===== config.mk =====
export PLATFORM = sky130hd
export DESIGN_NAME = ppe_ram
export DESIGN_NICKNAME = d
export VERILOG_FILES = /design/src/hw/rtl/particle_pool_engine_macros.svh /design/src/hw/rtl/ppe_ram.sv
export SDC_FILE = /design/constraint.sdc
export NUM_CORES = 1
export LEC_CHECK = 0
export ABC_CLOCK_PERIOD_IN_PS = 5800
export BUFFER_PORTS_ARGS = -buffer_cell sky130_fd_sc_hd__buf_4
export CAP_MARGIN = 0
export CORE_AREA = 2 2 244 246
export DETAILED_ROUTE_END_ITERATION = 7
export DIE_AREA = 0 0 246 248
export MAX_ROUTING_LAYER = met4
export PLACE_DENSITY = 0.48
export SLEW_MARGIN = 25
export SYNTH_ARGS = -nofsm -noshare
export SYNTH_HDL_FRONTEND = slang
export SYNTH_SLANG_ARGS = --single-unit

===== constraint.sdc =====
create_clock -name clk -period 5.8 [get_ports clk]
set_clock_uncertainty 0.05 [all_clocks]
set_input_delay 0.87 -clock clk [delete_from_list [all_inputs] [get_ports clk]]
set_output_delay 0.87 -clock clk [all_outputs]
set_load 0.005 [all_outputs]

===== src/hw/rtl/particle_pool_engine_macros.svh =====
// Assertion macros shared by the particle pool engine RTL.
`ifndef PARTICLE_POOL_ENGINE_MACROS_SVH
`define PARTICLE_POOL_ENGINE_MACROS_SVH
`ifndef ASSERT_OFF
// Same-cycle implication or invariant, disabled during reset.
`define PPE_ASSERT(lbl, clk_s, rst_s, prop) \
	lbl: assert property (@(posedge clk_s) disable iff (!rst_s) prop) \
	else $error("particle pool engine assertion failed");
// Condition that must hold in the cycle after a trigger.
`define PPE_ASSERT_NEXT(lbl, clk_s, rst_s, ante, cons) \
	lbl: assert property (@(posedge clk_s) disable iff (!rst_s) (ante) |=> (cons)) \
	else $error("particle pool engine assertion failed");
`else
`define PPE_ASSERT(lbl, clk_s, rst_s, prop)
`define PPE_ASSERT_NEXT(lbl, clk_s, rst_s, ante, cons)
`endif
`endif


===== src/hw/rtl/ppe_ram.sv =====
// Simple dual-port entry memory with a registered read.
module ppe_ram #(
	parameter int WIDTH = 8,
	parameter int DEPTH = 64,
	localparam int AW = $clog2(DEPTH)
) (
	input  logic             clk,
	input  logic             we,
	input  logic [AW-1:0]    waddr,
	input  logic [WIDTH-1:0] wdata,
	input  logic             re,
	input  logic [AW-1:0]    raddr,
	output logic [WIDTH-1:0] rdata
);

	logic [WIDTH-1:0] mem [DEPTH];

	// One write and one read per cycle; read data holds while re is low.
	always_ff @(posedge clk) begin
		if (we) begin
			mem[waddr] <= wdata;
		end
		if (re) begin
			rdata <= mem[raddr];
		end
	end

endmodule


* Yosys cells after proc, flatten, opt, wreduce, memory -nomap -nowiden
Memory sizes are Yosys's and may differ from the RTL's. A register that Yosys moved wholly into a read port is not among the register bits.
Index checks and enable logic that the tools add are counted.
** Operators by class
- Mux-type cells :: 2
** Operators with widths (count)
- 1-bit two-way mux :: 2
** Storage, ports and cells
- Memories kept :: 1
- Memory bits (writable) :: 512
- Flip-flop bits (word level) :: 0
- Output and inout bits :: 8
- Word-level logic and storage cells :: 3
- Bits of input ports :: 23
** Memory list
- mem :: words 64, bits a word 8, rd ports 1, clocked after memory_dff 1, write ports 1, line ppe_ram.sv:16 : logic [WIDTH-1:0] mem [DEPTH];

* Depth between registers and ports, before layout
- Depth after elaboration :: 2
- Depth in mapped cells :: 9
- Mapped depth without buffers :: 5

* Least setup slack after synthesis
Ideal clock, no wire load.
- Path type :: input -> register
- Start :: in raddr[1]
- End :: reg rdata[3], read port of mem (data pin)
- Buffers on the path :: 3
- Arrival time :: 2.410 ns
- Required time :: 5.484 ns
- Cell stages on the path :: 7
- Setup time :: 0.266 ns
- Path slack :: 3.074 ns
- Path through :: buf_4 > buf_2 > buf_2 > mux4_2 > mux4_2 > o21ai_1 > o41ai_1
** RTL lines
- start: declaration :: line ppe_ram.sv:12 : input logic [AW-1:0] raddr,
- end: declaration :: line ppe_ram.sv:13 : output logic [WIDTH-1:0] rdata

==> flow_metrics.py <==
metrics = {
    "timing": {
        "slew_violations": 0,
        "report.final.hold_viol_count": 0,
        "rsz0062_at_grt": "no",
        "holdWs_ns": 0.563,
        "finalCritPeriodShare_pct": 54.5,
        "relSlewSlack_pct": 31.1,
        "setup_viol": 0,
        "min_period_ns": 3.16,
        "fin_setup_tns_ns": 0,
        "fmax_mhz": 316,
        "worst_pin_slew_ns": 1.03,
    },
    "critical_path": {
        "worstPathRequired_ns": 6.07,
        "cp_max_fo": 43,
        "cp_cell_sequence": "buf_4, buf_4, mux4_2, mux4_2, nor2_1, nor3_1, o2bb2ai_1",
        "crit_path_end_kind": "flop",
        "cp.arrival_ns": 3.44,
        "r2r_cells": 4,
        "max_stage_delay_ns": 0.66,
        "worst-setup-path-type": "in -> reg",
        "cpMaxStageDelayCell": "buf_4",
        "crit_path_start_kind": "primary input",
    },
    "logic_synthesis": {
        "synthAdderAreaFrac_pct": 0,
        "yosys_warnings": 0,
        "seq_area_frac_synth_pct": 77.1,
        "synthSimpleGateAreaFrac_pct": 3.37,
        "synth_cell_type_count": 39,
        "synth_top_family_by_area": "multiplexers",
        "synthesis.nets": 963,
        "synth_compound_area_share_pct": 2.06,
        "syn_inst": 940,
        "yosys-mux-area-fraction_pct": 15.9,
        "synth-xor-area-share_pct": 0,
        "synthesis.area_um2": 20200,
        "synth-seq-cells": 520,
        "syn_avg_cell_area_um2": 21.5,
    },
    "cts": {
        "clockRootBuffer": "clkbuf_16",
        "cts_hold_buf": 0,
        "cts_setup_buffers": 0,
        "clk_pin_slew_worst_paths_ns": 0.06,
        "clock_sinks": 520,
        "cts_tree": "yes",
        "cts_resized": 0,
        "clk_latency_ns": 0.61,
        "ctsHtreeMaxLevel": 2,
        "clockBufferDepth": 3,
        "cts_made_buffers": 56,
    },
    "min_path": {
        "hold_depth": 1,
        "hp-class": "in -> reg",
    },
    "die": {
        "start_util_pct": 34.6,
        "num_io_pins": 31,
        "die_w_um": 246,
        "die_area_um2": 61000,
        "die-height_um": 248,
        "core_um2": 58500,
        "rows": 89,
    },
    "routing": {
        "dr.pass1.iters": 7,
        "drt-initial-drc-count": 810,
        "ant_nets": 0,
        "vias_per_cell": 5.28,
        "drc": 0,
        "wl_per_cell_um": 27.2,
        "drt-total-wl_um": 49200,
        "vias": 9533,
    },
    "placement": {
        "dpl.hpwl_um": 29000,
        "gp_congestion": 0.761,
        "dp_cells": 1705,
        "portBuffers": 30,
    },
    "power": {
        "p_total_mw": 7.86,
        "p_per_area_nw_per_um2": 343,
        "leakage_nw": 7.00,
        "vdd_drop_max_mv": 0.243,
    },
    "flow_run": {
        "drv_cap": 0,
    },
    "grt": {
        "overflow": 0,
        "grt_start_max_net_pins": 65,
        "grt_use_total_pct": 17.1,
        "grt_pass1_wl_um": 72000,
        "grt_pass1_vias": 9832,
        "antenna_found_initial": 0,
    },
    "run_status": {
        "outcome": "finished clean",
    },
    "layout": {
        "fin_cells": 1806,
        "final_util_pct": 39.2,
        "area_growth_pct": 13.2,
        "fillers": 5229,
        "diodes": 0,
        "layout.nets": 1013,
        "drive_gt1_share_pct": 24.9,
    },
}
## per-stage QoR
step                      worst slack [ns]  cell area (um^2)
after global routing                  2.40             22900
after detailed placement              1.97             21300
after floorplan                       3.07             20200
after global placement                1.97             21300
after CTS                             2.62             22900
final                                 2.64             22900
## synth_stat cells
cell type  number  area (um^2)
a2111oi_0       2         17.5
a211oi_1        4         30.0
a21oi_1         3         15.0
a221oi_1        6         52.6
a22oi_1         3         22.5
a31oi_1         1         6.26
and2_1          1         6.26
buf_1           4         15.0
buf_12          2         40.0
buf_2          11         55.1
buf_4          13         97.6
buf_6           4         45.0
clkbuf_1       17         63.8
edfxtp_1      520        15600
mux2_2         13          146
mux2i_1        23          230
mux4_2        126         2840
nand2_1        19         71.3
nand2b_1        7         43.8
nand3_1        13         65.1
nand3b_1        3         22.5
nand4_1         2         12.5
nand4b_1        1         8.76
nor2_1         83          312
nor2b_1        14         87.6
nor3_1          7         35.0
nor4_1          2         12.5
o2111ai_1       3         26.3
o21a_1          2         15.0
o21ai_0         2         10.0
o21ai_1         2         10.0
o221a_2         2         22.5
o221ai_1        8         70.1
o22ai_1         8         50.1
o2bb2ai_1       3         26.3
o311ai_1        1         8.76
o32ai_1         2         17.5
o41ai_1         2         17.5
or3_1           1         6.26
## final cells by class
| class | count | area (um^2) | share of cell area (%) |
|---|---|---|---|
| tap | 773 | 967 | 4.22 |
| clock buffer | 73 | 1490 | 6.48 |
| clock inverter | 28 | 178 | 0.775 |
| multi-input combinational | 369 | 4330 | 18.9 |
| sequential | 520 | 15600 | 68.1 |
| timing repair buffer | 43 | 354 | 1.54 |
## path summary, 6_finish.rpt
kind | start | to | slack [ns]
min reg2reg | mem[18][2]$_DFFE_PP_ | rdata[2]$_DFFE_PP_ | 0.88
max reg2reg | mem[51][4]$_DFFE_PP_ | rdata[4]$_DFFE_PP_ | 3.58
min | re | rdata[1]$_DFFE_PP_ | 0.56
max | raddr[1] | rdata[0]$_DFFE_PP_ | 2.64
## registers in the layout, summed over array words and instances, names as in the netlist
register / count
mem: 512
rdata: 8
## power breakdown
part | leakage, nW | switching, mW | internal [mW]
clock network | 0.815 | 1.41 | 1.88
logic | 1.50 | 0.241 | 0.144
registers | 4.69 | 0.00979 | 4.17
## routing by layer
layer	global-route usage, %	vias up	wire, um
met3	3.19	81	2660
met1	24.1	5143	22700
li1	-	4044	-
met4	4.92	0	1180
met2	25.2	265	22600
met5	-	-	0
## cell usage in the layout (no fill, tap or decap), drive strengths merged, types with 3 or more instances in the layout
cell type / count
o21ai: 4
mux4: 126
o2bb2ai: 3
a211oi: 4
nand2: 19
nand2b: 7
a21oi: 3
mux2i: 23
o2111ai: 3
buf: 42
nand3: 13
mux2: 13
o22ai: 8
nor2b: 14
nor2: 83
clkinv: 24
a221oi: 6
edfxtp: 520
o221ai: 8
nand3b: 3
clkbuf: 74
a22oi: 3
nor3: 7
## cell families after synthesis
kind of cell,count (synthesis)
AOI/OAI and AO/OA,54
buffers and inverters,51
DFF,520
muxes,162
and+or+nand+nor,153
## critical path: cells and delay by family
family | cells | cell delay (ns)
buffers and inverters | 2 | 1.14
muxes | 2 | 0.94
AOI/OAI and AO/OA | 1 | 0.16
and+or+nand+nor | 2 | 0.25
(Power assumes the default switching activity.)
