[src/hw/rtl/particle_pool_engine_macros.svh]
// Assertion macros shared by the particle pool engine RTL.
`ifndef PARTICLE_POOL_ENGINE_MACROS_SVH
`define PARTICLE_POOL_ENGINE_MACROS_SVH
`ifndef ASSERT_OFF
// Same-cycle implication or invariant, disabled during reset.
`define PPE_ASSERT(lbl, clk_s, rst_s, prop) \
	lbl: assert property (@(posedge clk_s) disable iff (!rst_s) prop) \
	else $error("particle pool engine assertion failed");
// Condition that must hold in the cycle after a trigger.
`define PPE_ASSERT_NEXT(lbl, clk_s, rst_s, ante, cons) \
	lbl: assert property (@(posedge clk_s) disable iff (!rst_s) (ante) |=> (cons)) \
	else $error("particle pool engine assertion failed");
`else
`define PPE_ASSERT(lbl, clk_s, rst_s, prop)
`define PPE_ASSERT_NEXT(lbl, clk_s, rst_s, ante, cons)
`endif
`endif

[src/hw/rtl/ppe_pkg.sv]
// Types, constants and codes of the particle pool engine.
package ppe_pkg;

	localparam int POOL_DEPTH = 64;
	localparam int AW         = $clog2(POOL_DEPTH);
	localparam int CNT_W      = $clog2(POOL_DEPTH + 1);
	localparam int LIM_W      = (CNT_W > 7) ? CNT_W : 7;
	localparam int IDX_W      = (CNT_W > 6) ? CNT_W : 6;
	localparam int SUM_W      = 16 + CNT_W;
	localparam int DCNT_W     = $clog2(SUM_W + 1);

	// Command codes.
	localparam logic [1:0] CMD_INSERT = 2'd0;
	localparam logic [1:0] CMD_TICK   = 2'd1;
	localparam logic [1:0] CMD_READ   = 2'd2;

	// Configuration register indexes.
	localparam int CFG_IDX_W  = 1;
	localparam int CFG_DATA_W = 7;
	localparam logic [CFG_IDX_W-1:0] CFG_KEEP_ORDER = 1'd0;
	localparam logic [CFG_IDX_W-1:0] CFG_POOL_LIMIT = 1'd1;
	localparam logic [6:0] POOL_LIMIT_RESET = 7'd64;

	localparam logic [16:0] AGE_MAX     = 17'h1FFFF;
	localparam logic [16:0] AGE_ONE_FRM = 17'd2;

	// Lane order of one integration pass: position xyz, color rgba, half width.
	localparam int LANES = 8;
	localparam logic [2:0] LANE_POS_LAST = 3'd2;
	localparam logic [2:0] LANE_COL_FIRST = 3'd3;
	localparam logic [2:0] LANE_COL_LAST = 3'd6;
	localparam logic [2:0] LANE_LAST = 3'd7;

	// floor(x / 1000) for x below 2^32 as (x * RECIP) >> RECIP_SHIFT.
	localparam int Q_W         = 22;
	localparam int RECIP_SHIFT = 42;
	localparam logic [32:0] RECIP      = 33'd4398046512;
	localparam logic [31:0] ROUND_HALF = 32'd500;

	typedef struct packed {
		logic [1:0]         command;
		logic [15:0]        delta_ms;
		logic [5:0]         entry_index;
		logic [47:0]        pos_xyz;
		logic [47:0]        vel_xyz;
		logic [63:0]        color_rgba;
		logic [63:0]        color_rate_rgba;
		logic signed [15:0] half_width;
		logic signed [15:0] half_width_rate;
		logic [15:0]        lifetime;
		logic [3:0]         kind;
		logic [47:0]        end_xyz;
	} cmd_word_t;

	typedef struct packed {
		logic [6:0]         live_count;
		logic [47:0]        out_pos;
		logic [63:0]        out_color;
		logic signed [15:0] out_half_width;
		logic [3:0]         out_kind;
		logic [47:0]        out_end;
		logic [16:0]        out_age;
		logic [15:0]        out_lifetime;
		logic               out_valid;
	} rsp_word_t;

	typedef struct packed {
		logic [47:0] pos;
		logic [47:0] vel;
		logic [63:0] color;
		logic [63:0] color_rate;
		logic [15:0] half_width;
		logic [15:0] half_width_rate;
		logic [47:0] end_pt;
		logic [16:0] age;
		logic [15:0] lifetime;
		logic [3:0]  kind;
	} entry_t;

	localparam int ENTRY_W = $bits(entry_t);

	typedef struct packed {
		logic        vld;
		logic [2:0]  tag;
		logic [15:0] v;
		logic [15:0] r;
	} lane_req_t;

	typedef struct packed {
		logic        vld;
		logic [2:0]  tag;
		logic [15:0] res;
	} lane_rsp_t;

	typedef enum logic [4:0] {
		S_IDLE,
		S_SUM,
		S_DIV,
		S_CULL_RD,
		S_CULL_CHK,
		S_CULL_MOVE,
		S_INS_PLACE,
		S_TK_RD,
		S_TK_CHK,
		S_SH_RD,
		S_SH_WR,
		S_SW_MOVE,
		S_TK_LANE,
		S_TK_DRAIN,
		S_TK_WR,
		S_RD_RD,
		S_RD_OUT,
		S_FINISH
	} state_t;

endpackage

[src/hw/rtl/ppe_div.sv]
// Restoring divider, one quotient bit per cycle, for the mean lifetime.
module ppe_div (
	input  logic                      clk,
	input  logic                      arst_n,
	input  logic                      start,
	input  logic [ppe_pkg::SUM_W-1:0] dividend,
	input  logic [ppe_pkg::CNT_W-1:0] divisor,
	output logic                      done,
	output logic [15:0]               quotient
);

	logic                       busy_q;
	logic [ppe_pkg::DCNT_W-1:0] cnt_q;
	logic [ppe_pkg::SUM_W-1:0]  num_q;
	logic [ppe_pkg::SUM_W-1:0]  quo_q;
	logic [ppe_pkg::CNT_W-1:0]  rem_q;
	logic [ppe_pkg::CNT_W:0]    trial_c;
	logic                       fit_c;

	assign trial_c  = {rem_q, num_q[ppe_pkg::SUM_W-1]};
	assign fit_c    = trial_c >= {1'b0, divisor};
	assign quotient = quo_q[15:0];

	// Control of the iteration.
	always_ff @(posedge clk or negedge arst_n) begin
		if (!arst_n) begin
			busy_q <= 1'b0;
			done   <= 1'b0;
			cnt_q  <= '0;
		end else begin
			done <= busy_q && (cnt_q == ppe_pkg::DCNT_W'(1));
			if (start) begin
				busy_q <= 1'b1;
				cnt_q  <= ppe_pkg::DCNT_W'(ppe_pkg::SUM_W);
			end else if (busy_q) begin
				cnt_q <= cnt_q - ppe_pkg::DCNT_W'(1);
				if (cnt_q == ppe_pkg::DCNT_W'(1)) begin
					busy_q <= 1'b0;
				end
			end
		end
	end

	// Shift and subtract step.
	always_ff @(posedge clk) begin
		if (start) begin
			num_q <= dividend;
			rem_q <= '0;
			quo_q <= '0;
		end else if (busy_q) begin
			num_q <= {num_q[ppe_pkg::SUM_W-2:0], 1'b0};
			if (fit_c) begin
				rem_q <= ppe_pkg::CNT_W'(trial_c - {1'b0, divisor});
			end else begin
				rem_q <= trial_c[ppe_pkg::CNT_W-1:0];
			end
			quo_q <= {quo_q[ppe_pkg::SUM_W-2:0], fit_c};
		end
	end

endmodule

[config.mk]
export PLATFORM = sky130hd
export DESIGN_NAME = ppe_div
export DESIGN_NICKNAME = d
export VERILOG_FILES = /design/src/hw/rtl/particle_pool_engine_macros.svh /design/src/hw/rtl/ppe_pkg.sv /design/src/hw/rtl/ppe_div.sv
export SDC_FILE = /design/constraint.sdc
export NUM_CORES = 1
export LEC_CHECK = 0
export ABC_CLOCK_PERIOD_IN_PS = 3200
export BUFFER_PORTS_ARGS = -buffer_cell sky130_fd_sc_hd__buf_2
export CAP_MARGIN = 25
export CORE_AREA = 5 5 89 91
export DETAILED_ROUTE_END_ITERATION = 10
export DIE_AREA = 0 0 94 96
export SYNTH_ARGS = -nofsm -noshare
export SYNTH_HDL_FRONTEND = slang
export SYNTH_SLANG_ARGS = --single-unit
export TNS_END_PERCENT = 20
[constraint.sdc]
create_clock -name clk -period 3.2 [get_ports clk]
set_clock_uncertainty 0.1 [all_clocks]
set_input_delay 0.64 -clock clk [delete_from_list [all_inputs] [get_ports clk]]
set_output_delay 0.64 -clock clk [all_outputs]
set_load 0.01 [all_outputs]
* Word-level counts from Yosys, hierarchy flattened
Cells that the tools add are included. Widths: inputs -> output; s select.
Word-level totals: logic and storage cells 20, output and inout bits 17, bits in registers 53, input bits 33
Cells by class: eq/ne operators 1, multiplexer cells 8, order comparisons 1, reductions and logical operators 2, $add $sub $neg 2
Operators with widths (number):
- $mux 23 | 2
- $mux 5 | 2
- $ge 8x7->1 | 1
- $mux 7 | 1
- $sub 7x7->7 | 1
- $eq 5x1->1 const B | 1
- $sub 5x1->5 const B | 1
- $mux 1 | 3
- $reduce_bool 2->1 | 1
- $logic_and 1x1->1 | 1

* Longest topological paths before layout
word-level depth 4, mapped depth 9, mapped depth without buffers 7

* Worst setup path after synthesis
No wires, ideal clock.
path kind in2reg, start input divisor[0] (netlist bit), end register rem_q[0] (netlist bit), stages 8, library setup time 88 ps, arrival time 2326 ps, required time 3012 ps, slack 685 ps, path buffers 2, path through ha_1 > fa_1 > nand2b_1 > a211o_1 > buf_2 > and3_1 > buf_6 > a311oi_2
Between the ends: cells in the longest elaborated chain, start to end 2, elaborated cells on any way between the ends 3, those cells by class add/sub (1); order compare (1); mux (1)
Ends and longest elaborated chain:
- start, declared | RTL line ppe_div.sv:7 | input logic [ppe_pkg::CNT_W-1:0] divisor,
- $sub 7x7->7 or $ge 8x7->1 (tied branches) | RTL line ppe_div.sv:53, ppe_div.sv:21
- $mux 7 * | RTL line ppe_div.sv:52 | if (fit_c) begin
- end signal, assigned | RTL line ppe_div.sv:53 | rem_q <= ppe_pkg::CNT_W'(trial_c - {1'b0, divisor});
- end signal, assigned | RTL line ppe_div.sv:55 | rem_q <= trial_c[ppe_pkg::CNT_W-1:0];
- end, declared | RTL line ppe_div.sv:16 | logic [ppe_pkg::CNT_W-1:0] rem_q;
Mark *: on every way between the ends. The rest lies on a longest branch, timed or not. A chain may end at the register's enable or synchronous reset.

* Worst setup path in the final report
start input divisor[0] (netlist bit), end register rem_q[2] (netlist bit)
The elaborated chain is that of the path after synthesis.

==> results_dict.tcl <==
set metrics [dict create \
    status "complete, no violations" \
    power_density_nw_per_um2 520 \
    postCtsSetupBuffers 0 \
    critPathMaxFanout 9 \
    syn_inst 237 \
    layout-drive-gt1-share_pct 32.6 \
    n_antenna_cell 0 \
    ant_nets 0 \
    crit_required_ns 3.31 \
    cts_resized 0 \
    fin_cells 381 \
    num_vias 1817 \
    hold_ws_ns 0.0614 \
    rsz0062_at_grt "false" \
    dp_hpwl_um 3530 \
    clk_latency_ns 0.30 \
    cts_root_buf "clkbuf_8" \
    gp_congestion 0.813 \
    drtIter0Drc 70 \
    drcViolationCount 0 \
    grt_pass1_wl_um 8140 \
    path_cells "buf_2, ha_1, fa_1, nand2b_1, a211o_1, and3_1, a311oi_2" \
    fin_crit_ns 2.40 \
    rows 31 \
    synthTopCellsByArea "edfxtp_1 (26%), dfxtp_1 (17%), mux2_2 (9.2%)" \
    syn_to_final_growth_pct 15.7 \
    cp-end-kind "flop" \
    yosysSeqAreaShare_pct 49.3 \
    grt_overflow 0 \
    ir_drop_uv 326 \
    cts_buffer_depth 2 \
    path_class "in2reg" \
    die_y_um 96 \
    place_area_um2 3010 \
    p_leak_nw 1.42 \
    worstPathArrival_ns 2.52 \
    core_area_um2 7060 \
    nets 324 \
    drt_first_pass_iters 4 \
    utilization_pct 44.1 \
    critPathLaunchType "input port" \
    hold_path.class "in2async" \
    htree_levels 2 \
    final.setup.worst_slack_ns 0.798 \
    final_common_cell "buf_2" \
    vias_per_cell 4.77 \
    finalSetupTns_ns 0 \
    synth_seq_cells 53 \
    total_power_mw 1.62 \
    path_clk_slew_ns 0.09 \
    drv_cap 0 \
    cts_buffers 5 \
    wirelength_um 4890 \
    final_area_um2 3110 \
    synth_cell_types 50 \
    crit_slowest_cell "fa_1" \
    grt_use_total_pct 11.3 \
    synth_top_flop_cell "edfxtp_1" \
    ios 50 \
    synth_top_area_share_pct 25.7 \
    antenna_found_initial 0 \
    setup_viol 0 \
    grt_start_max_net_pins 33 \
    clock_sinks 53 \
    io_buffers 49 \
    layout_common_cells "buf_2 (49), nor2_1 (28), edfxtp_1 (23), dfxtp_1 (23), mux2_2 (22)" \
    relSlewSlack_pct 62.4 \
    start_util_pct 38.1 \
    wl_per_cell_um 12.8 \
    yosys_warnings 0 \
    final-hold-violation-count 0 \
    async_flop_share_pct 13.2 \
    cts_tree "yes" \
    synth.cell_area_um2 2690 \
    tightestPinTransition_ns 0.564 \
    fin_crit_sh_pct 75.0 \
    dp_cells 373 \
    cp_slowest_stage_delay_ns 0.40 \
    fp.dieArea_um2 9020 \
    synth_top_cell_by_area "edfxtp_1" \
    place_worst_setup_slack_ns 0.483 \
    synth_edf_count 23 \
    slew_violations 0 \
    grt_pass1_vias 1760 \
    fmax_mhz 416 \
    synth_fp_nets 280 \
    hold_buffers 0 \
    syn_area_per_cell_um2 11.4 \
    die_w_um 94 \
]
-- final timing paths --
| check | slack, ns | cells past startpoint | endpoint | start |
|---|---|---|---|---|
| max | 0.80 | 7 | rem_q[2] | divisor[0] |
| min | 0.06 | 1 | cnt_q[0] | arst_n |
| max reg2reg | 0.83 | 7 | rem_q[2] | num_q[22] |
| min reg2reg | 0.40 | 2 | quo_q[15] | quo_q[15] |
| max in group asynchronous | 2.78 | 1 | cnt_q[2] | arst_n |
| min in group clk | 0.40 | 2 | quo_q[15] | quo_q[15] |
-- cell families (layout without fill, tap and decap cells) --
group	after synthesis	in the layout	synth area share, %
and+or+nand+nor	69	69	13.4
DFF	53	53	49.3
muxes	37	37	14.8
AOI/OAI and AO/OA	34	34	11.1
buffers and inverters	28	73	4.60
adders and majority gates	10	10	4.93
xor gates and xnor gates	6	6	1.95
-- metal layers --
metal,global-route usage (%),vias up,share of wire [%]
met5,0,-,0
met4,3.97,0,1.4
met3,3.21,7,5.9
met2,16.9,35,44
met1,15.8,845,49
li1,-,930,-
-- cells in the mapped netlist (all sizes together) (4+ instances only) --
| cell | n |
|---|---|
| a211oi | 4 |
| a41oi | 4 |
| buf | 5 |
| clkbuf | 11 |
| dfrtp | 7 |
| dfxtp | 23 |
| edfxtp | 23 |
| ha | 9 |
| inv | 12 |
| mux2 | 22 |
| mux2i | 15 |
| nand2 | 9 |
| nand2b | 8 |
| nor2 | 28 |
| nor3b | 6 |
| o21ai | 5 |
| xnor2 | 4 |
-- state kept, by name, summed over array words and instances, names as in the netlist --
| signal | flops |
|---|---|
| done | 1 |
| cnt_q | 5 |
| rem_q | 7 |
| quo_q | 16 |
| num_q | 23 |
| busy_q | 1 |
-- area by class of cell --
cell class / count / area (um2)
multi-input cells: 156 / 1240
fillers: 702 / 3950
clock inverters: 1 / 5.00
clock buffers: 7 / 97.6
repair buffers: 53 / 275
flip-flops and latches: 53 / 1330
inverters: 12 / 45.0
well taps: 99 / 124
-- power breakdown --
group / internal (mW) / switching, mW / leakage (nW)
clock network: 0.201 / 0.205 / 0.0534
logic: 0.190 / 0.206 / 0.861
registers: 0.775 / 0.0413 / 0.507
-- worst max-delay path: cells and delay by family --
family | cells | cell delay (ns)
compound gates | 2 | 0.66
buf+inv | 1 | 0.10
fa+ha+maj | 2 | 0.61
simple gates | 2 | 0.50
(Power assumes the default switching activity.)
