**src/hw/rtl/particle_pool_engine_macros.svh**
```systemverilog
// Assertion macros shared by the particle pool engine RTL.
`ifndef PARTICLE_POOL_ENGINE_MACROS_SVH
`define PARTICLE_POOL_ENGINE_MACROS_SVH
`ifndef ASSERT_OFF
// Same-cycle implication or invariant, disabled during reset.
`define PPE_ASSERT(lbl, clk_s, rst_s, prop) \
	lbl: assert property (@(posedge clk_s) disable iff (!rst_s) prop) \
	else $error("particle pool engine assertion failed");
// Condition that must hold in the cycle after a trigger.
`define PPE_ASSERT_NEXT(lbl, clk_s, rst_s, ante, cons) \
	lbl: assert property (@(posedge clk_s) disable iff (!rst_s) (ante) |=> (cons)) \
	else $error("particle pool engine assertion failed");
`else
`define PPE_ASSERT(lbl, clk_s, rst_s, prop)
`define PPE_ASSERT_NEXT(lbl, clk_s, rst_s, ante, cons)
`endif
`endif

```
**src/hw/rtl/ppe_pkg.sv**
```systemverilog
// Types, constants and codes of the particle pool engine.
package ppe_pkg;

	localparam int POOL_DEPTH = 64;
	localparam int AW         = $clog2(POOL_DEPTH);
	localparam int CNT_W      = $clog2(POOL_DEPTH + 1);
	localparam int LIM_W      = (CNT_W > 7) ? CNT_W : 7;
	localparam int IDX_W      = (CNT_W > 6) ? CNT_W : 6;
	localparam int SUM_W      = 16 + CNT_W;
	localparam int DCNT_W     = $clog2(SUM_W + 1);

	// Command codes.
	localparam logic [1:0] CMD_INSERT = 2'd0;
	localparam logic [1:0] CMD_TICK   = 2'd1;
	localparam logic [1:0] CMD_READ   = 2'd2;

	// Configuration register indexes.
	localparam int CFG_IDX_W  = 1;
	localparam int CFG_DATA_W = 7;
	localparam logic [CFG_IDX_W-1:0] CFG_KEEP_ORDER = 1'd0;
	localparam logic [CFG_IDX_W-1:0] CFG_POOL_LIMIT = 1'd1;
	localparam logic [6:0] POOL_LIMIT_RESET = 7'd64;

	localparam logic [16:0] AGE_MAX     = 17'h1FFFF;
	localparam logic [16:0] AGE_ONE_FRM = 17'd2;

	// Lane order of one integration pass: position xyz, color rgba, half width.
	localparam int LANES = 8;
	localparam logic [2:0] LANE_POS_LAST = 3'd2;
	localparam logic [2:0] LANE_COL_FIRST = 3'd3;
	localparam logic [2:0] LANE_COL_LAST = 3'd6;
	localparam logic [2:0] LANE_LAST = 3'd7;

	// floor(x / 1000) for x below 2^32 as (x * RECIP) >> RECIP_SHIFT.
	localparam int Q_W         = 22;
	localparam int RECIP_SHIFT = 42;
	localparam logic [32:0] RECIP      = 33'd4398046512;
	localparam logic [31:0] ROUND_HALF = 32'd500;

	typedef struct packed {
		logic [1:0]         command;
		logic [15:0]        delta_ms;
		logic [5:0]         entry_index;
		logic [47:0]        pos_xyz;
		logic [47:0]        vel_xyz;
		logic [63:0]        color_rgba;
		logic [63:0]        color_rate_rgba;
		logic signed [15:0] half_width;
		logic signed [15:0] half_width_rate;
		logic [15:0]        lifetime;
		logic [3:0]         kind;
		logic [47:0]        end_xyz;
	} cmd_word_t;

	typedef struct packed {
		logic [6:0]         live_count;
		logic [47:0]        out_pos;
		logic [63:0]        out_color;
		logic signed [15:0] out_half_width;
		logic [3:0]         out_kind;
		logic [47:0]        out_end;
		logic [16:0]        out_age;
		logic [15:0]        out_lifetime;
		logic               out_valid;
	} rsp_word_t;

	typedef struct packed {
		logic [47:0] pos;
		logic [47:0] vel;
		logic [63:0] color;
		logic [63:0] color_rate;
		logic [15:0] half_width;
		logic [15:0] half_width_rate;
		logic [47:0] end_pt;
		logic [16:0] age;
		logic [15:0] lifetime;
		logic [3:0]  kind;
	} entry_t;

	localparam int ENTRY_W = $bits(entry_t);

	typedef struct packed {
		logic        vld;
		logic [2:0]  tag;
		logic [15:0] v;
		logic [15:0] r;
	} lane_req_t;

	typedef struct packed {
		logic        vld;
		logic [2:0]  tag;
		logic [15:0] res;
	} lane_rsp_t;

	typedef enum logic [4:0] {
		S_IDLE,
		S_SUM,
		S_DIV,
		S_CULL_RD,
		S_CULL_CHK,
		S_CULL_MOVE,
		S_INS_PLACE,
		S_TK_RD,
		S_TK_CHK,
		S_SH_RD,
		S_SH_WR,
		S_SW_MOVE,
		S_TK_LANE,
		S_TK_DRAIN,
		S_TK_WR,
		S_RD_RD,
		S_RD_OUT,
		S_FINISH
	} state_t;

endpackage

```
**src/hw/rtl/ppe_lane.sv**
```systemverilog
// Four-stage lane integrator: v + round(r * delta / 1000), saturated.
module ppe_lane (
	input  logic               clk,
	input  logic               arst_n,
	input  ppe_pkg::lane_req_t req,
	input  logic [15:0]        delta,
	output ppe_pkg::lane_rsp_t rsp
);

	logic                vld_s1, vld_s2, vld_s3, vld_s4;
	logic [2:0]          tag_s1, tag_s2, tag_s3, tag_s4;
	logic [15:0]         v_s1, v_s2, v_s3;
	logic [15:0]         res_s4;
	logic signed [32:0]  prod_c;
	logic signed [32:0]  prod_s1;
	logic [32:0]         mag_c;
	logic [31:0]         mag_s2;
	logic                neg_s2, neg_s3;
	logic [64:0]         full_c;
	logic [ppe_pkg::Q_W-1:0] q_s3;
	logic signed [23:0]  sv_c, qe_c, sum_c;
	logic [15:0]         sat_c;

	// Stage 1: rate times delta.
	assign prod_c = $signed({{17{req.r[15]}}, req.r}) * $signed({17'd0, delta});

	// Stage 2: magnitude plus half of the divisor for rounding.
	assign mag_c = prod_s1[32] ? (33'd0 - 33'(prod_s1)) : 33'(prod_s1);

	// Stage 3: divide by 1000 through the reciprocal.
	assign full_c = 65'(mag_s2) * 65'(ppe_pkg::RECIP);

	// Stage 4: signed add and saturation.
	assign sv_c  = {{8{v_s3[15]}}, v_s3};
	assign qe_c  = 24'(q_s3);
	assign sum_c = neg_s3 ? (sv_c - qe_c) : (sv_c + qe_c);

	always_comb begin
		if (sum_c > 24'sd32767) begin
			sat_c = 16'h7FFF;
		end else if (sum_c < -24'sd32768) begin
			sat_c = 16'h8000;
		end else begin
			sat_c = sum_c[15:0];
		end
	end

	// Result word of the last stage.
	assign rsp = '{vld: vld_s4, tag: tag_s4, res: res_s4};

	// Valid bits of the stages.
	always_ff @(posedge clk or negedge arst_n) begin
		if (!arst_n) begin
			vld_s1 <= 1'b0;
			vld_s2 <= 1'b0;
			vld_s3 <= 1'b0;
			vld_s4 <= 1'b0;
		end else begin
			vld_s1 <= req.vld;
			vld_s2 <= vld_s1;
			vld_s3 <= vld_s2;
			vld_s4 <= vld_s3;
		end
	end

	// Payload of the stages.
	always_ff @(posedge clk) begin
		tag_s1  <= req.tag;
		v_s1    <= req.v;
		prod_s1 <= prod_c;
		tag_s2  <= tag_s1;
		v_s2    <= v_s1;
		neg_s2  <= prod_s1[32];
		mag_s2  <= mag_c[31:0] + ppe_pkg::ROUND_HALF;
		tag_s3  <= tag_s2;
		v_s3    <= v_s2;
		neg_s3  <= neg_s2;
		q_s3    <= full_c[ppe_pkg::RECIP_SHIFT +: ppe_pkg::Q_W];
		tag_s4  <= tag_s3;
		res_s4  <= sat_c;
	end

endmodule

```
**config.mk**
```make
export PLATFORM = sky130hd
export DESIGN_NAME = ppe_lane
export DESIGN_NICKNAME = d
export VERILOG_FILES = /design/src/hw/rtl/particle_pool_engine_macros.svh /design/src/hw/rtl/ppe_pkg.sv /design/src/hw/rtl/ppe_lane.sv
export SDC_FILE = /design/constraint.sdc
export NUM_CORES = 2
export LEC_CHECK = 0
export BUFFER_PORTS_ARGS = -buffer_cell sky130_fd_sc_hd__clkbuf_2
export CORE_MARGIN = 1
export CORE_UTILIZATION = 50
export CTS_CLUSTER_DIAMETER = 80
export DETAILED_ROUTE_END_ITERATION = 8
export PLACE_DENSITY = 0.66
export SKIP_CTS_REPAIR_TIMING = 1
export SLEW_MARGIN = 20
export SYNTH_ARGS = -nofsm -noshare
export SYNTH_HDL_FRONTEND = slang
export SYNTH_SLANG_ARGS = --single-unit
```
**constraint.sdc**
```tcl
create_clock -name clk -period 8.85 [get_ports clk]
set_input_delay 0.885 -clock clk [delete_from_list [all_inputs] [get_ports clk]]
set_output_delay 0.885 -clock clk [all_outputs]
set_load 0.01 [all_outputs]
```
### After elaboration in Yosys (flattened, before gate mapping)

Index checks and enable logic that the tools add are counted.
W data, S select, Z words.

* multipliers: 2
* muxes and demuxes: 3
* add/sub/neg operators: 4
* order comparisons: 2

Operators by type and width (count)
* $mul A32 B29 Y60 const B: 1
* $mul A16 B17 Y33: 1
* $add A32 B9 Y32 const B: 1
* $mux W32: 1
* $sub A1 B32 Y32 const A: 1
* $add A16 B23 Y24: 1
* $gt A24 B16 Y1 const B: 1
* $lt A24 B16 Y1 const B: 1
* $mux W24: 1
* $sub A16 B23 Y24: 1
* $mux W16: 1

* input bits: 54
* logic and storage cells: 28
* output and inout port bits: 20
* register bits after elaboration: 169

### Logic depth before layout (Yosys ltp)

* depth after elaboration: 4
* mapped depth: 25
* gate-level depth less buffers: 25

### Least setup slack after synthesis

OpenSTA, ideal clock, no wires.

* path type: input port to flip-flop
* start: in delta[7]
* end: reg prod_s1[32]
* data required time: 8730 ps
* path buffers: 1
* library setup time: 120 ps
* stages on the path: 23
* path slack: 2005 ps
* arrival: 6725 ps
* cells stage by stage: clkbuf_1 -> nand2_1 -> fa_1 -> inv_1 -> fa_1 -> inv_1 -> fa_1 -> inv_1 -> fa_1 -> inv_1 -> fa_1 -> inv_1 -> fa_1 -> ha_1 -> a21o_1 -> a211o_1 -> o31a_1 -> a31oi_1 -> a311oi_1 -> a221oi_1 -> o21ai_0 -> a21oi_1 -> xnor2_1

* cells in the longest elaborated chain, start to end: 1

RTL lines
* start: declaration: line ppe_lane.sv:6 `input logic [15:0] delta,`
* $mul A16 B17 Y33: line ppe_lane.sv:25 `assign prod_c = $signed({{17{req.r[15]}}, req.r}) * $signed({17'd0, delta});`
* named net prod_c[32]: line ppe_lane.sv:14 `logic signed [32:0] prod_c;`
* end signal: assignment: line ppe_lane.sv:70 `prod_s1 <= prod_c;`
* end: declaration: line ppe_lane.sv:15 `logic signed [32:0] prod_s1;`

The timed path passes the listed nets, and every way through them passes these cells.
A chain may end at the register's enable or synchronous reset.

### Worst setup path in the final report

* start: reg mag_s2[20]
* end: reg q_s3[21] (netlist name)

* cells in the longest elaborated chain, start to end: 1

RTL lines
* start: declaration: line ppe_lane.sv:17 `logic [31:0] mag_s2;`
* start signal: assignment: line ppe_lane.sv:74 `mag_s2 <= mag_c[31:0] + ppe_pkg::ROUND_HALF;`
* $mul A32 B29 Y60: line ppe_lane.sv:31 `assign full_c = 65'(mag_s2) * 65'(ppe_pkg::RECIP);`
* named net full_c[63]: line ppe_lane.sv:19 `logic [64:0] full_c;`
* end signal: assignment: line ppe_lane.sv:78 `q_s3 <= full_c[ppe_pkg::RECIP_SHIFT +: ppe_pkg::Q_W];`
* end: declaration: line ppe_lane.sv:20 `logic [ppe_pkg::Q_W-1:0] q_s3;`

The timed path passes the listed nets, and every way through them passes these cells.

==> impl_metrics.toml <==
[status]
status = "finished, final reports clean"

[critical_path]
reg2reg_depth = 23
cp_max_fo = 10
path_class = "register to register"
crit_end = "q_s3[21]"
path_common_cell = "fa_1"
critPathArrivalTime_ns = 8.18
path_cells = "ha_1 > fa_1 > fa_1 > inv_1 > fa_1 > inv_1 > fa_1 > fa_1 > fa_1 > inv_1 > fa_1 > inv_1 > ha_1 > a21o_1 > a41oi_1 > a21oi_1 > or4b_2 > nor3_1 > or4_1 > o21ai_1 > a211o_1 > a21o_1 > xnor2_1"
worstSetupStartpoint = "mag_s2[20]"
cpLargestDelayFamily = "adder cells"
crit_slowest_cell = "dfxtp_1"
path_buf_inv = 4
crit-reg2reg-launch = "mag_s2[20]"
crit_cells = 23
critPathLaunchType = "register"
rr_endpoint = "q_s3[21]"
critPathCaptureType = "register"
slowest_delay_ns = 0.72
worstPathRequired_ns = 9.19
r2r_slack_ns = 1.01

[logic_synthesis]
synth_seq_cells = 169
synth.distinct_cells = 71
synth_ff_type = "dfxtp_1"
syn_area_mm2 = 0.0291
yosysSeqAreaShare_pct = 11.7
syn_area_per_cell_um2 = 9.67
synth_edf_count = 0
synth_cells = 3006
syn-num-nets = 4088
ys_warn_count = 0
async_flop_share_pct = 2.37

[die]
pin_count = 74
die_w_um = 243
die_area_mm2 = 0.0591
die-height_um = 243
num_rows = 88
fp.coreArea_mm2 = 0.0576
start_util_pct = 50.5

[final_layout]
layoutNonFillerInstCount = 3830
n_fill_cell = 5184
diodes = 0
finalInstanceArea_mm2 = 0.0308
drive_gt1_share_pct = 4.27
layout_commonest_cell = "inv_1"
final_cell_mix = "inv_1, ha_1, fa_1"
nets = 4134
syn_to_final_growth_pct = 6.11

[sta]
fin_crit_sh_pct = 88.6
hold_slack_ns = 0.215
timing.slew.headroom_pct = 32.8
final-setup-viol-count = 0
drv_slew = 0
skew_ns = 0.0172
rsz0062_at_grt = "no"
final_hold_viol_count = 0
tns_ns = 0
min_period_ns = 7.84
tightest_slew_ns = 0.999
fmax_mhz = 128

[global_routing]
grt_max_degree = 43
antenna_found_initial = 0
globalRouteTotalUtil_pct = 22.4
grt_pass1_wl_um = 106000
grt-ovfl-total = 0
grt_pass1_vias = 21038

[route]
vias_per_cell = 5.14
routedWlPerCell_um = 16.5
drc = 0
wl_um = 63200
drt_iter0_markers = 937
vias = 19697
drt_first_pass_iters = 5
ant_nets = 0

[place]
hpwl_um = 54200
portBuffers = 73
routabilityCongestion = 0.955
numPlacedInstances = 3798
placed_area_mm2 = 0.0302

[clock_network]
h-tree-depth = 4
clk_latency_ns = 0.45
cts_sinks = 169
clockBufferDepth = 2
cts_tree = "done"
clockRootBuffer = "clkbuf_16"
cts_buffers = 17
cts.clk_slew.worst_paths_ns = 0.08

[min_path]
hp-class = "input pin to async pin"

[flow_run]
cap_violations = 0
==> flip-flops by register name (all words and copies together), names as in the netlist, 16 cells and up <==
name     count
v_s2        16
v_s1        16
prod_s1     33
mag_s2      32
res_s4      16
v_s3        16
q_s3        22
==> cell usage after synthesis (4+ instances only) <==
library cell	instances	area [µm²]
o31ai_1	15	113
or4_1	7	52.6
xor2_1	47	412
o21bai_1	10	75.1
and2_1	103	644
o21ai_0	51	255
nand2_1	192	721
or3_1	5	31.3
and3_1	13	81.3
o21a_1	16	120
nor2b_1	11	68.8
o31a_1	4	35.0
o21ai_1	4	20.0
nor2_1	72	270
o2111ai_1	4	35.0
nand2b_1	27	169
inv_1	797	2990
ha_1	535	6690
clkbuf_1	49	184
a21o_1	47	353
o211ai_1	5	37.5
xnor2_1	101	885
dfrtp_1	4	100
nor3_1	24	120
or2_2	4	25.0
o41ai_1	4	35.0
a41oi_1	5	43.8
a31oi_1	7	43.8
dfxtp_1	165	3300
nand3_1	8	40.0
a211oi_1	11	82.6
a211o_1	9	78.8
nand4_1	10	62.6
fa_1	493	9870
nor3b_1	4	30.0
nor4_1	11	68.8
a21oi_1	80	400
==> kinds of logic after synthesis <==
family | synth area share, %
mux | 0.142
xor+xnor | 4.46
simple gates | 8.84
fa+ha+maj | 57.0
buf+inv | 11.1
flops | 11.7
compound gates | 6.81
==> worst min path at each step <==
stage                          from  depth (start not counted)        end
after floorplan              neg_s2                          0     neg_s3
after global placement    tag_s1[1]                          0  tag_s2[1]
after detailed placement  tag_s1[2]                          0  tag_s2[2]
after CTS                    arst_n                          1     vld_s4
after global routing         arst_n                          1     vld_s3
final                        arst_n                          1     vld_s1
==> worst register-to-register path: stages, from the launching register on <==
cell	delay, ns
dfxtp_1	0.72
ha_1	0.39
fa_1	0.45
fa_1	0.49
inv_1	0.05
fa_1	0.48
inv_1	0.05
fa_1	0.48
fa_1	0.50
fa_1	0.49
inv_1	0.05
fa_1	0.48
inv_1	0.05
ha_1	0.31
a21o_1	0.17
a41oi_1	0.22
a21oi_1	0.12
or4b_2	0.62
nor3_1	0.66
or4_1	0.23
o21ai_1	0.11
a211o_1	0.31
a21o_1	0.19
xnor2_1	0.11
==> layout make-up <==
cell class	count	area [µm²]	area share (%)
multi-input combinational	1986	22500	72.8
tap	765	957	3.10
clock inverter	14	176	0.572
timing repair buffer	81	425	1.38
clock buffer	18	439	1.42
sequential	169	3400	11.0
inverter	797	2990	9.70
==> per-layer routing <==
| metal | wire (µm) | track usage, % |
|---|---|---|
| met4 | 1060 | 5.09 |
| met2 | 30400 | 38.2 |
| met5 | 0 | 0 |
| met3 | 2550 | 2.95 |
| met1 | 29200 | 30.1 |
==> through the flow <==
| stage | worst slack [ns] | utilization [%] |
|---|---|---|
| after detailed placement | 1.06 | 52.5 |
| final | 1.01 | 53.6 |
| after floorplan | 2.01 | - |
| after CTS | 1.04 | 53.6 |
| after global routing | 0.772 | 53.6 |
| after global placement | 1.20 | 52.5 |
Power is not shown: default switching activity piles up to over one toggle a cycle in this logic, so the estimate is an artifact.
